**src/sv/tlc_pkg.sv**
```systemverilog
// ----------------------------------------------------------------------------
// Tape language CPU package
// Shared widths, instruction characters, item kinds, error codes and the
// command/status bundles between the controller and the datapath.
// ----------------------------------------------------------------------------
package tlc_pkg;

   // default sizes, handed down from the top level
   localparam int TAPE_CELLS_DEF    = 256;
   localparam int PROGRAM_DEPTH_DEF = 4096;

   // field widths
   localparam int KIND_W     = 2;
   localparam int BYTE_W     = 8;
   localparam int ERR_W      = 2;
   localparam int COUNT_W    = 13;
   localparam int REQ_DATA_W = 16;
   localparam int RSP_DATA_W = 32;
   localparam int RSP_USER_W = 1;

   // request kinds (the spare code is a no-op that just reports status)
   typedef enum logic [KIND_W-1:0] {
      KIND_CLEAR  = 2'd0,
      KIND_APPEND = 2'd1,
      KIND_STEP   = 2'd2,
      KIND_SPARE  = 2'd3
   } kind_type;

   // fault codes
   typedef enum logic [ERR_W-1:0] {
      ERR_NONE    = 2'd0,
      ERR_BRACKET = 2'd1,
      ERR_POINTER = 2'd2,
      ERR_FULL    = 2'd3
   } err_type;

   // instruction characters
   localparam logic [BYTE_W-1:0] OP_RIGHT = 8'h3E;  // '>'
   localparam logic [BYTE_W-1:0] OP_LEFT  = 8'h3C;  // '<'
   localparam logic [BYTE_W-1:0] OP_INC   = 8'h2B;  // '+'
   localparam logic [BYTE_W-1:0] OP_DEC   = 8'h2D;  // '-'
   localparam logic [BYTE_W-1:0] OP_READ  = 8'h2C;  // ','
   localparam logic [BYTE_W-1:0] OP_WRITE = 8'h2E;  // '.'
   localparam logic [BYTE_W-1:0] OP_OPEN  = 8'h5B;  // '['
   localparam logic [BYTE_W-1:0] OP_CLOSE = 8'h5D;  // ']'

   // controller -> datapath
   typedef struct packed {
      logic capture;   // latch request fields, clear step flags
      logic restart;   // clear request: reset length, counter, pointer, fault
      logic wipe;      // write zero to one tape cell, advance sweep
      logic append;    // append program byte
      logic exec;      // execute fetched instruction
      logic scan_rd;   // address program memory with scan pointer
      logic scan_chk;  // examine scanned byte
      logic load_out;  // load response register
   } cmd_type;

   // datapath -> controller
   typedef struct packed {
      kind_type kind;
      logic     can_run;    // no fault and counter below program end
      logic     scan_go;    // executed bracket needs a scan
      logic     scan_done;  // scan found its match or ran out
      logic     wipe_last;  // sweep is at the last tape cell
   } sts_type;

endpackage

```
**src/sv/tlc_ctrl.sv**
```systemverilog
// ----------------------------------------------------------------------------
// Tape language CPU controller
// Sequences the clear sweep, append, fetch/execute and bracket scan, and
// owns the request ready and response valid handshake.
// ----------------------------------------------------------------------------
module tlc_ctrl (
   input  logic             clock,
   input  logic             reset,
   input  logic             req_tvalid,
   output logic             req_tready,
   output logic             rsp_tvalid,
   input  logic             rsp_tready,
   output tlc_pkg::cmd_type cmd,
   input  tlc_pkg::sts_type sts
);

   typedef enum logic [2:0] {
      ST_WIPE,
      ST_IDLE,
      ST_DECODE,
      ST_CLEAR,
      ST_EXEC,
      ST_SCAN_RD,
      ST_SCAN_CHK,
      ST_RESULT
   } state_type;

   state_type state_ff, state_in;
   logic      rsp_valid_ff, rsp_valid_in;
   logic      out_free;

   assign req_tready = (state_ff == ST_IDLE);
   assign rsp_tvalid = rsp_valid_ff;
   assign out_free   = !rsp_valid_ff || rsp_tready;

   // next state and commands
   always_comb begin
      state_in     = state_ff;
      rsp_valid_in = rsp_valid_ff && !rsp_tready;
      cmd          = '0;
      case (state_ff)
         ST_WIPE: begin
            cmd.wipe = 1'b1;
            if (sts.wipe_last) begin
               state_in = ST_IDLE;
            end
         end
         ST_IDLE: begin
            if (req_tvalid) begin
               cmd.capture = 1'b1;
               state_in    = ST_DECODE;
            end
         end
         ST_DECODE: begin
            case (sts.kind)
               tlc_pkg::KIND_CLEAR: begin
                  cmd.restart = 1'b1;
                  state_in    = ST_CLEAR;
               end
               tlc_pkg::KIND_APPEND: begin
                  cmd.append = 1'b1;
                  state_in   = ST_RESULT;
               end
               tlc_pkg::KIND_STEP: begin
                  state_in = sts.can_run ? ST_EXEC : ST_RESULT;
               end
               default: begin
                  state_in = ST_RESULT;
               end
            endcase
         end
         ST_CLEAR: begin
            cmd.wipe = 1'b1;
            if (sts.wipe_last) begin
               state_in = ST_RESULT;
            end
         end
         ST_EXEC: begin
            cmd.exec = 1'b1;
            state_in = sts.scan_go ? ST_SCAN_RD : ST_RESULT;
         end
         ST_SCAN_RD: begin
            cmd.scan_rd = 1'b1;
            state_in    = ST_SCAN_CHK;
         end
         ST_SCAN_CHK: begin
            cmd.scan_chk = 1'b1;
            state_in     = sts.scan_done ? ST_RESULT : ST_SCAN_RD;
         end
         ST_RESULT: begin
            // wait for the response register to be free
            if (out_free) begin
               cmd.load_out = 1'b1;
               rsp_valid_in = 1'b1;
               state_in     = ST_IDLE;
            end
         end
         default: begin
            state_in = ST_IDLE;
         end
      endcase
   end

   // state and response valid
   always_ff @(posedge clock) begin
      if (reset) begin
         state_ff     <= ST_WIPE;
         rsp_valid_ff <= 1'b0;
      end else begin
         state_ff     <= state_in;
         rsp_valid_ff <= rsp_valid_in;
      end
   end

endmodule

```
**config.mk**
```make
export PLATFORM = sky130hd
export DESIGN_NAME = tlc_ctrl
export DESIGN_NICKNAME = d
export VERILOG_FILES = /design/src/sv/tlc_pkg.sv /design/src/sv/tlc_ctrl.sv
export SDC_FILE = /design/constraint.sdc
export NUM_CORES = 1
export LEC_CHECK = 0
export BUFFER_PORTS_ARGS = -buffer_cell sky130_fd_sc_hd__buf_2
export CAP_MARGIN = 30
export CORE_AREA = 2 2 39 41
export DETAILED_ROUTE_END_ITERATION = 8
export DIE_AREA = 0 0 41 43
export HOLD_SLACK_MARGIN = 0.02
export PLACE_DENSITY = 0.66
export SYNTH_ARGS = -nofsm -noshare
export SYNTH_HDL_FRONTEND = slang
export SYNTH_SLANG_ARGS = --single-unit
```
**constraint.sdc**
```tcl
create_clock -name clock -period 1.55 [get_ports clock]
set_input_delay 0.31 -clock clock [delete_from_list [all_inputs] [get_ports clock]]
set_output_delay 0.31 -clock clock [all_outputs]
set_load 0.005 [all_outputs]
```
==> qor.txt, run 1 <==
Status -> finished, final reports clean
WL per Instance -> 11.5 um
Routed Antenna Nets -> 0
Max Buffers Root-to-Sink -> 2
Gr usage total -> 12.2%
Clk slew on worst S/H paths -> 0.04 ns
Switching Power -> 0.000207 W
Clock Skews -> 0.00374 ns
Relative slew slack -> 84.9%
Vias in the first global route -> 361
DRT Pass-1 Iters -> 4
CTS tree -> built
# diodes -> 0
Post-layout min period -> 1.49 ns
Worst Path Class, Setup -> register to output port
Crit share post-route -> 95.9%
Die area -> 0.00176 mm2
Synth-to-layout area growth -> 40.3%
# DRC -> 0
Maximum VDD drop -> 0.000357 V
Setup WS post-layout -> 0.0638 ns
Syn nets -> 53
Post-place setup slack -> 0.142 ns
Initial antenna violation count -> 0
I/O Buffers -> 19
TritonCTS buffer count -> 3
Type of origin of the critical path -> register
Layout cells sized above 1 -> 54.7%
Synth cell types -> 30
Pwr/cell area -> 1050 mW/mm2
CP Max Fanout -> 7
Max Transition Viols Final -> 0
Synthesized area -> 375 um2
Rows -> 14
Clock sink count -> 4
R2R Setup Slk -> 0.30 ns
Sequential Power Share -> 32.3%
Core ar. -> 0.00138 mm2
FF+latch count, synth -> 4
Die width -> 41 um
Clk root buf -> clkbuf_4
Filler instances -> 161
Max frequency -> 673 MHz
Yosys top cell by area -> dfxtp_1
Routed WL -> 918 um
Post-DP HPWL -> 720 um
Crit path DAT -> 1.18 ns
CP endpoint kind -> output port
RSZ-0062 raised after global routing -> yes
Gr ovfl total -> 0
Switching share of power -> 37.6%
Vias -> 400
# IOs -> 20
Global-route wire length before repair -> 1.46 mm
Skew-Pair Late Insertion Delay -> 0.24 ns
Setup violators final -> 0
Synth top area share -> 21.3%
Initial detailed-routing violation count -> 4
Internal -> 0.000343 W
Leak -> 0.244 nW
Nets@finish -> 76
Comb pwr share -> 43.8%
Critical Path RT -> 1.24 ns
Routability Congestion -> 0.668
Pin count of the biggest net entering global routing -> 14
# Max-Cap Violations -> 0
Starting Density -> 27.1%
Avg Cell Area, Syn -> 8.73 um2
Die H -> 43 um
Clock power share -> 23.9%
Seq/Total Area, Yosys -> 21.3%
YS warnings -> 0
Hold WC Path Type -> input port to register
Final Hold Viols -> 0
Post-synthesis cell count -> 43
Largest cells by area after synthesis -> dfxtp_1 (21%), buf_6 (6.0%), a31oi_4 (5.7%), nor3_2 (5.3%), nor2b_1 (5.0%)
Vias per cell -> 5.00
CTS H-tree depth -> 1
Total power draw -> 0.000551 W
Slew @ Worst Pin -> 0.225 ns
Hold_buf cts -> 0
[per-stage QoR]
step | instances | hold WS [ns] | util [%] | instance area, um2 | TNS [ns]
after CTS | 80 | 0.316 | 36.3 | 502 | 0
final | 80 | 0.322 | 38.1 | 527 | 0
after global placement | 77 | 0.528 | 34.4 | 475 | 0
after floorplan | 43 | 0.379 | - | 375 | 0
after detailed placement | 77 | 0.525 | 34.4 | 475 | 0
after global routing | 80 | 0.321 | 38.1 | 527 | -0.00728
[repair_timing]
action,in CTS,in global routing
buffers inserted,0,0
gates resized for setup,3,7
setup endpoints to repair,6,2
[final timing paths]
path | start | to | cells past startpoint
hold reg to reg | rsp_tvalid$_SDFF_PP0_ | rsp_tvalid$_SDFF_PP0_ | 2
hold / removal | reset | rsp_tvalid$_SDFF_PP0_ | 2
setup / recovery | state_ff[0]$_SDFFE_PP0P_ | cmd[7] | 4
setup reg to reg | state_ff[2]$_SDFFE_PP0P_ | state_ff[1]$_SDFFE_PP0P_ | 5
[critical path, stage by stage (launching register included)]
cell,delay [ns]
dfxtp_4,0.38
nor2b_4,0.19
nor2b_4,0.15
and2_1,0.12
buf_2,0.10
[logic make-up after synthesis]
logic type | after synthesis | share of synthesized area (%)
buffers and inverters | 5 | 10.0
DFF | 4 | 21.3
AOI/OAI and AO/OA | 13 | 30.7
and+or+nand+nor | 21 | 38.0
[layout by cell type, fill, tap and decap left out, types with 2 or more instances in the layout]
cell	Yosys	routed
buf_2	0	19
clkbuf_4	0	3
dfxtp_4	0	3
nor2b_4	1	2
nand2_1	2	2
and2_1	2	2
nor2b_1	3	2
nor3_2	2	2
nand3_1	2	2
inv_1	2	2
a21oi_1	2	2
buf_4	1	2
[power by group through the flow]
stage / clock network [W] / logic (W) / registers (W)
after floorplan: 0 / 0.000202 / 0.000137
after global placement: 0 / 0.000221 / 0.000166
after detailed placement: 0 / 0.000227 / 0.000168
after CTS: 0.000139 / 0.000228 / 0.000170
after global routing: 0.000144 / 0.000269 / 0.000182
final: 0.000131 / 0.000241 / 0.000178
[layout make-up]
cell class,instances,area [um2],share of cell area (%)
clock buffers,3,22.5,4.28
well taps,16,20.0,3.80
multi-input cells,34,275,52.3
flip-flops and latches,4,91.3,17.3
inverters,2,7.51,1.43
repair buffers,21,110,20.9
[registers in the layout, summed over array words and instances (netlist names)]
register / cells
state_ff: 3
rsp_tvalid: 1
[synthesized netlist by cell type, drive strengths merged]
library cell,instances
nor3b,2
nor2b,4
a31oi,1
o2bb2ai,1
dfxtp,4
a22oi,1
o211ai,1
nor2,2
o211a,1
o32ai,2
buf,3
nand2,2
a21boi,1
or3,1
inv,2
o21ai,2
a21oi,2
and4b,1
nand3b,1
nand2b,1
a21o,1
nor3,3
nand3,2
and2,2
[routing by layer]
| layer | part of all wire (%) | track usage, % | routed length (um) |
|---|---|---|---|
| met2 | 45 | 17.2 | 415 |
| met5 | 0 | 0 | 0 |
| met4 | 0 | 6.00 | 0 |
| met3 | 9.5 | 4.71 | 87 |
| met1 | 45 | 15.8 | 416 |
(Power assumes the default switching activity.)
==> inputs of run 2 (changes only) <==
--- a/config.mk
+++ b/config.mk
@@ -8,8 +8,10 @@
 export BUFFER_PORTS_ARGS = -buffer_cell sky130_fd_sc_hd__buf_2
 export CAP_MARGIN = 30
 export CORE_AREA = 2 2 39 41
+export CTS_CLUSTER_DIAMETER = 50
 export DETAILED_ROUTE_END_ITERATION = 8
 export DIE_AREA = 0 0 41 43
+export GPL_TIMING_DRIVEN = 0
 export HOLD_SLACK_MARGIN = 0.02
 export PLACE_DENSITY = 0.66
 export SYNTH_ARGS = -nofsm -noshare
==> constraint.sdc (replaced) <==
create_clock -name clock -period 1.55 [get_ports clock]
set_input_delay 0 -clock clock [delete_from_list [all_inputs] [get_ports clock]]
set_output_delay 0 -clock clock [all_outputs]
set_load 0.005 [all_outputs]
==> qor.txt, run 2 (same netlist as run 1, synthesis figures left out) <==
Status -> finished, final reports clean
Vias -> 393 (-1.8%)
Crit path from -> state_ff[2]$_SDFFE_PP0P_
Top reg by flops -> state_ff
Starting Density -> 27.1% (unchanged)
Hold path startpoint -> rsp_tready
TNS Setup -> 0 ns (unchanged)
Hold WC Path Type -> input port to register
Vias in the first global route -> 331 (-8.3%)
Worst hold slack -> 0.0980 ns (-0.224 ns)
Post-DP HPWL -> 677 um (-6.0%)
Crit path DAT -> 1.32 ns (+0.14 ns)
CTS tree -> built
Worst Path Class, Setup -> register to output port
Filler instances -> 151 (-6.2%)
Slew @ Worst Pin -> 0.208 ns (-0.0168 ns)
Gr ovfl total -> 0 (unchanged)
Initial detailed-routing violation count -> 8 (+4)
# DRC -> 0 (unchanged)
Max Buffers Root-to-Sink -> 2 (unchanged)
Relative slew slack -> 86.0% (+1.1 points)
Rows -> 14 (unchanged)
Setup Buffers After CTS -> 0 (unchanged)
Die H -> 43 um (unchanged)
Clk root buf -> clkbuf_4
# Max-Cap Violations -> 0 (unchanged)
Final Hold Viols -> 0 (unchanged)
Max Transition Viols Final -> 0 (unchanged)
CP cell instances -> buf_4 -> nor2_2 -> nand2_1 -> nor3b_1 -> buf_2
Skew-Pair Late Insertion Delay -> 0.23 ns (about the same)
Leak -> 0.248 nW (+1.4%)
RSZ-0062 raised after global routing -> no
WL per Instance -> 10.3 um (-10%)
# diodes -> 0 (unchanged)
Die width -> 41 um (unchanged)
Most frequent cells in the layout -> buf_2 (19), dfxtp_1 (4), nor2b_1 (3), clkbuf_4 (3)
Setup violators final -> 0 (unchanged)
Maximum VDD drop -> 0.000255 V (-29%)
DRT Pass-1 Iters -> 4 (unchanged)
Nets@finish -> 78 (+2.6%)
Initial antenna violation count -> 0 (unchanged)
CP Max Fanout -> 10 (+3)
Resize count post-CTS -> 0 (-3)
Clock sink count -> 4 (unchanged)
# IOs -> 20 (unchanged)
Post-layout min period -> 1.32 ns (-0.162 ns)
CP endpoint kind -> output port
Worst R2R Start -> state_ff[1]$_SDFFE_PP0P_
Routed Antenna Nets -> 0 (unchanged)
Total power draw -> 0.000537 W (-2.5%)
Area of the multi-input gates -> 258 um2 (-6.4%)
Slowest stage cell, crit path -> dfxtp_1
Gr usage total -> 10.5% (-1.7 points)
Clock Skews -> 0.00264 ns (-0.00110 ns)
Synth-to-layout area growth -> 39.3%
Global-route wire length before repair -> 1.25 mm (-14%)
Crit share post-route -> 85.4% (-10 points)
Routed WL -> 847 um (-7.7%)
Layout cells sized above 1 -> 47.0% (-7.7 points)
Type of origin of the critical path -> register
Max FFs per register -> 3 (unchanged)
CTS H-tree depth -> 1 (unchanged)
Register area -> 80.1 um2 (-12%)
Core ar. -> 0.00138 mm2 (unchanged)
Clk slew on worst S/H paths -> 0.04 ns (about the same)
Vias per cell -> 4.79 (-4.1%)
I/O Buffers -> 19 (unchanged)
Pwr/cell area -> 1030 mW/mm2 (-1.8%)
TritonCTS buffer count -> 3 (unchanged)
Critical Path RT -> 1.55 ns (+0.31 ns)
Routability Congestion -> 0.665 (-0.54%)
Die area -> 0.00176 mm2 (unchanged)
Pin count of the biggest net entering global routing -> 11 (-3)
CP peak stage delay -> 0.34 ns (-0.04 ns)
Commonest non-fill, non-tap cell in the layout -> buf_2
Max frequency -> 755 MHz (+12%)
## run 2: cell types whose count changed in the layout (fill, tap and decap cells not counted), sizes merged
cell         before  now
buf              21   22
dlygate4sd3       0    1
## run 2: cell type report
| class | instances | share of cell area, % |
|---|---|---|
| Clock buffer | 3 | 4.31 |
| Buffer | 3 | 5.74 |
| Sequential cell | 4 | 15.3 |
| Multi-Input combinational cell | 34 | 49.3 |
| Tap cell | 16 | 3.83 |
| Inverter | 2 | 1.44 |
| Timing Repair Buffer | 20 | 20.1 |
## run 2: where the power goes
| group | total (W) | internal [W] | switching [W] |
|---|---|---|---|
| Sequential | 0.000139 | 0.000120 | 0.0000191 |
| Clock | 0.000125 | 0.0000864 | 0.0000389 |
| Combinational | 0.000272 | 0.000136 | 0.000136 |
| Total | 0.000537 | 0.000343 | 0.000194 |
## run 2: worst paths after layout
path	to	slack (ns)	cells past startpoint
max reg2reg	state_ff[1]$_SDFFE_PP0P_	0.31	5
max	cmd[4]	0.23	5
min reg2reg	rsp_tvalid$_SDFF_PP0_	0.52	2
min	rsp_tvalid$_SDFF_PP0_	0.1	3
## run 2: per-layer routing
layer	share of wire [%]	wire, um	global-route usage (%)
met3	10	86	3.14
met2	45	382	15.9
met5	0	0	0
met4	0	0	6.00
met1	45	378	12.5
## run 2: per-stage QoR
| step | std cells | utilization, % | worst slack, ns | cell area [um2] |
|---|---|---|---|---|
| finish | 82 | 37.8 | 0.226 | 523 |
| global route | 82 | 37.8 | 0.143 | 523 |
| CTS | 82 | 37.8 | 0.222 | 523 |
| detailed placement | 78 | 35.4 | 0.324 | 490 |
| global placement | 78 | 35.4 | 0.333 | 490 |
| floorplan | 43 | - | 0.445 | 375 |
## run 2: what timing repair did
item                                    in CTS  in global routing
hold buffers                                 1                  0
endpoints found under the setup margin       0                  0
hold endpoints to repair                     1                  0
## run 2: worst max-delay path: cells and delay by family, from the launching register on
family / cells / cell delay [ns]
flip-flops: 1 / 0.34
AND/OR/NAND/NOR: 3 / 0.44
buffers and inverters: 2 / 0.31
==> inputs of run 3 (changes only) <==
--- a/config.mk
+++ b/config.mk
@@ -13,7 +13,7 @@
 export DIE_AREA = 0 0 41 43
 export GPL_TIMING_DRIVEN = 0
 export HOLD_SLACK_MARGIN = 0.02
-export PLACE_DENSITY = 0.66
+export PLACE_DENSITY = 0.68
 export SYNTH_ARGS = -nofsm -noshare
 export SYNTH_HDL_FRONTEND = slang
 export SYNTH_SLANG_ARGS = --single-unit
==> constraint.sdc (replaced) <==
create_clock -name clock -period 1.1 [get_ports clock]
set_input_delay 0 -clock clock [delete_from_list [all_inputs] [get_ports clock]]
set_output_delay 0 -clock clock [all_outputs]
set_load 0.005 [all_outputs]
==> qor.txt, run 3 (same netlist as run 1, synthesis figures left out) <==
Routed WL -> 1.05 mm (+24%)
Max FFs per register -> 3 (unchanged)
Post-layout min period -> 1.23 ns
Max Buffers Root-to-Sink -> 2 (unchanged)
Relative slew slack -> 83.7% (-2.3 points)
Type of origin of the critical path -> register
R2R Setup Slk -> -0.11 ns (-0.42 ns)
Post-place setup slack -> -0.0708 ns (-0.395 ns)
Worst Hold Path Cells -> 3 (unchanged)
Slew @ Worst Pin -> 0.242 ns (+0.0346 ns)
Hold WC Path Type -> input port to register
Setup WS post-layout -> -0.128 ns (-0.354 ns)
Critical Path RT -> 1.10 ns (-0.45 ns)
Die area -> 0.00176 mm2 (unchanged)
Area of the multi-input gates -> 317 um2 (+23%)
Skew-Pair Late Insertion Delay -> 0.24 ns (about the same)
# IOs -> 20 (unchanged)
Vias per cell -> 4.85 (+1.3%)
Initial detailed-routing violation count -> 8 (unchanged)
Maximum VDD drop -> 0.000513 V (+100%)
Final Hold Viols -> 0 (unchanged)
Crit path DAT -> 1.23 ns (-0.09 ns)
Worst reg-to-reg path cell count -> 4 (-1)
Global-route wire length before repair -> 1.67 mm (+34%)
Vias -> 432 (+9.9%)
Pin count of the biggest net entering global routing -> 9 (-2)
CP peak stage delay -> 0.31 ns (-0.03 ns)
Vias in the first global route -> 408 (+23%)
TNS Setup -> -0.468 ns (-0.468 ns)
Max frequency -> 815 MHz
# Max-Cap Violations -> 0 (unchanged)
Die H -> 43 um (unchanged)
Leak -> 0.308 nW (+24%)
Starting Density -> 27.1% (unchanged)
Worst hold slack -> 0.117 ns (+0.0188 ns)
Core ar. -> 0.00138 mm2 (unchanged)
Filler instances -> 145 (-4.0%)
Gr usage total -> 14.4% (+3.8 points)
Initial antenna violation count -> 0 (unchanged)
TritonCTS buffer count -> 3 (unchanged)
Top reg by flops -> state_ff
CTS H-tree depth -> 1 (unchanged)
Gr ovfl total -> 0 (unchanged)
Layout cells sized above 1 -> 72.6% (+26 points)
Clk root buf -> clkbuf_4
Setup violators final -> 8 (+8)
Clk slew on worst S/H paths -> 0.04 ns (about the same)
Synth-to-layout area growth -> 75.3%
Nets@finish -> 85 (+9.0%)
Worst r2r dst -> state_ff[1]$_SDFFE_PP0P_
Clock sink count -> 4 (unchanged)
RSZ-0062 raised after global routing -> yes
Clock Skews -> 0.00268 ns (+0.0000381 ns)
Hold EP -> rsp_tvalid$_SDFF_PP0_
DRT Pass-1 Iters -> 4 (unchanged)
I/O Buffers -> 19 (unchanged)
Worst R2R Start -> state_ff[1]$_SDFFE_PP0P_
Max Transition Viols Final -> 0 (unchanged)
Routability Congestion -> 0.719 (+8.1%)
Fin area -> 658 um2 (+26%)
Placed instance area -> 492 um2 (+0.26%)
Violated checks -> setup timing
Hold path startpoint -> rsp_tready
Register area -> 88.8 um2 (+11%)
Slowest stage cell, crit path -> dfxtp_2
Commonest non-fill, non-tap cell in the layout -> buf_2
Most frequent cells in the layout -> buf_2 (19), buf_6 (6), buf_4 (4)
Pwr/cell area -> 1440 mW/mm2 (+41%)
Die width -> 41 um (unchanged)
Routed Antenna Nets -> 0 (unchanged)
Crit share post-route -> 112%
WL per Instance -> 11.8 um (+14%)
CP Max Fanout -> 7 (-3)
Status -> finished with violations
Worst Path Class, Setup -> register to output port
# diodes -> 0 (unchanged)
CTS tree -> built
CP cell instances -> buf_6 -> nor2b_4 -> nor2b_4 -> and2_4 -> buf_6
Post-DP HPWL -> 684 um (+1.0%)
# DRC -> 0 (unchanged)
Rows -> 14 (unchanged)
CP endpoint kind -> output port
==> run 3: changes by cell type in the layout (fill, tap and decap cells not counted), moves of 2 or more <==
cell	change
nand2_2	+2
buf_6	+4
dfxtp_4	+2
nand2_1	-2
nor3b_1	-2
buf_4	+3
dfxtp_1	-3
nor3b_2	+2
nor2b_1	-2
==> run 3: per-stage QoR <==
step                      cells  utilization, %  total power [W]
after CTS                    88            44.7         0.000910
after global placement       78            35.5         0.000580
after floorplan              43               -         0.000481
after global routing         89            47.6          0.00103
after detailed placement     78            35.5         0.000585
final                        89            47.6         0.000949
==> run 3: critical path: cells and delay by family (launching register included) <==
kind                   cells  cell delay [ns]
and+or+nand+nor            3             0.47
DFF                        1             0.31
buffers and inverters      2             0.20
==> run 3: routing by layer <==
metal  up-vias  routed length [um]  global-route usage [%]
li1        219                   -                       -
met1       190                 422                    15.4
met2        21                 524                    22.2
met3         2                  86                    7.85
met4         0                  13                    6.00
met5         -                   0                       0
==> run 3: repair_timing <==
action,CTS,global route
endpoints found under the setup margin,11,11
cloned,1,0
pin swaps,6,5
hold buffers,1,0
setup buffers,5,1
gates resized for setup,13,8
hold endpoints to repair,1,0
==> run 3: where the power goes <==
group | switching [W] | internal (W) | total [W]
clock network | 0.0000736 | 0.000123 | 0.000197
registers | 0.0000272 | 0.000178 | 0.000205
logic | 0.000250 | 0.000298 | 0.000548
==> run 3: cell type report <==
class / instances / share of cell area [%]
flip-flops and latches: 4 / 13.5
inverters: 2 / 1.14
well taps: 16 / 3.04
multi-input cells: 34 / 48.1
repair buffers: 27 / 25.7
clock buffers: 3 / 3.42
plain buffers: 3 / 5.13
==> run 3: worst max-delay path by stage <==
stage                     depth (start not counted)                  endpoint                      from  slack [ns]
after floorplan                                   4  state_ff[2]$_SDFFE_PP0P_  state_ff[0]$_SDFFE_PP0P_       0.007
after global placement                            5  state_ff[2]$_SDFFE_PP0P_  state_ff[2]$_SDFFE_PP0P_       -0.05
after detailed placement                          5  state_ff[2]$_SDFFE_PP0P_  state_ff[2]$_SDFFE_PP0P_       -0.07
after CTS                                         5                    cmd[7]  state_ff[0]$_SDFFE_PP0P_       -0.12
after global routing                              5                    cmd[7]  state_ff[0]$_SDFFE_PP0P_       -0.22
final                                             5                    cmd[7]  state_ff[0]$_SDFFE_PP0P_       -0.13
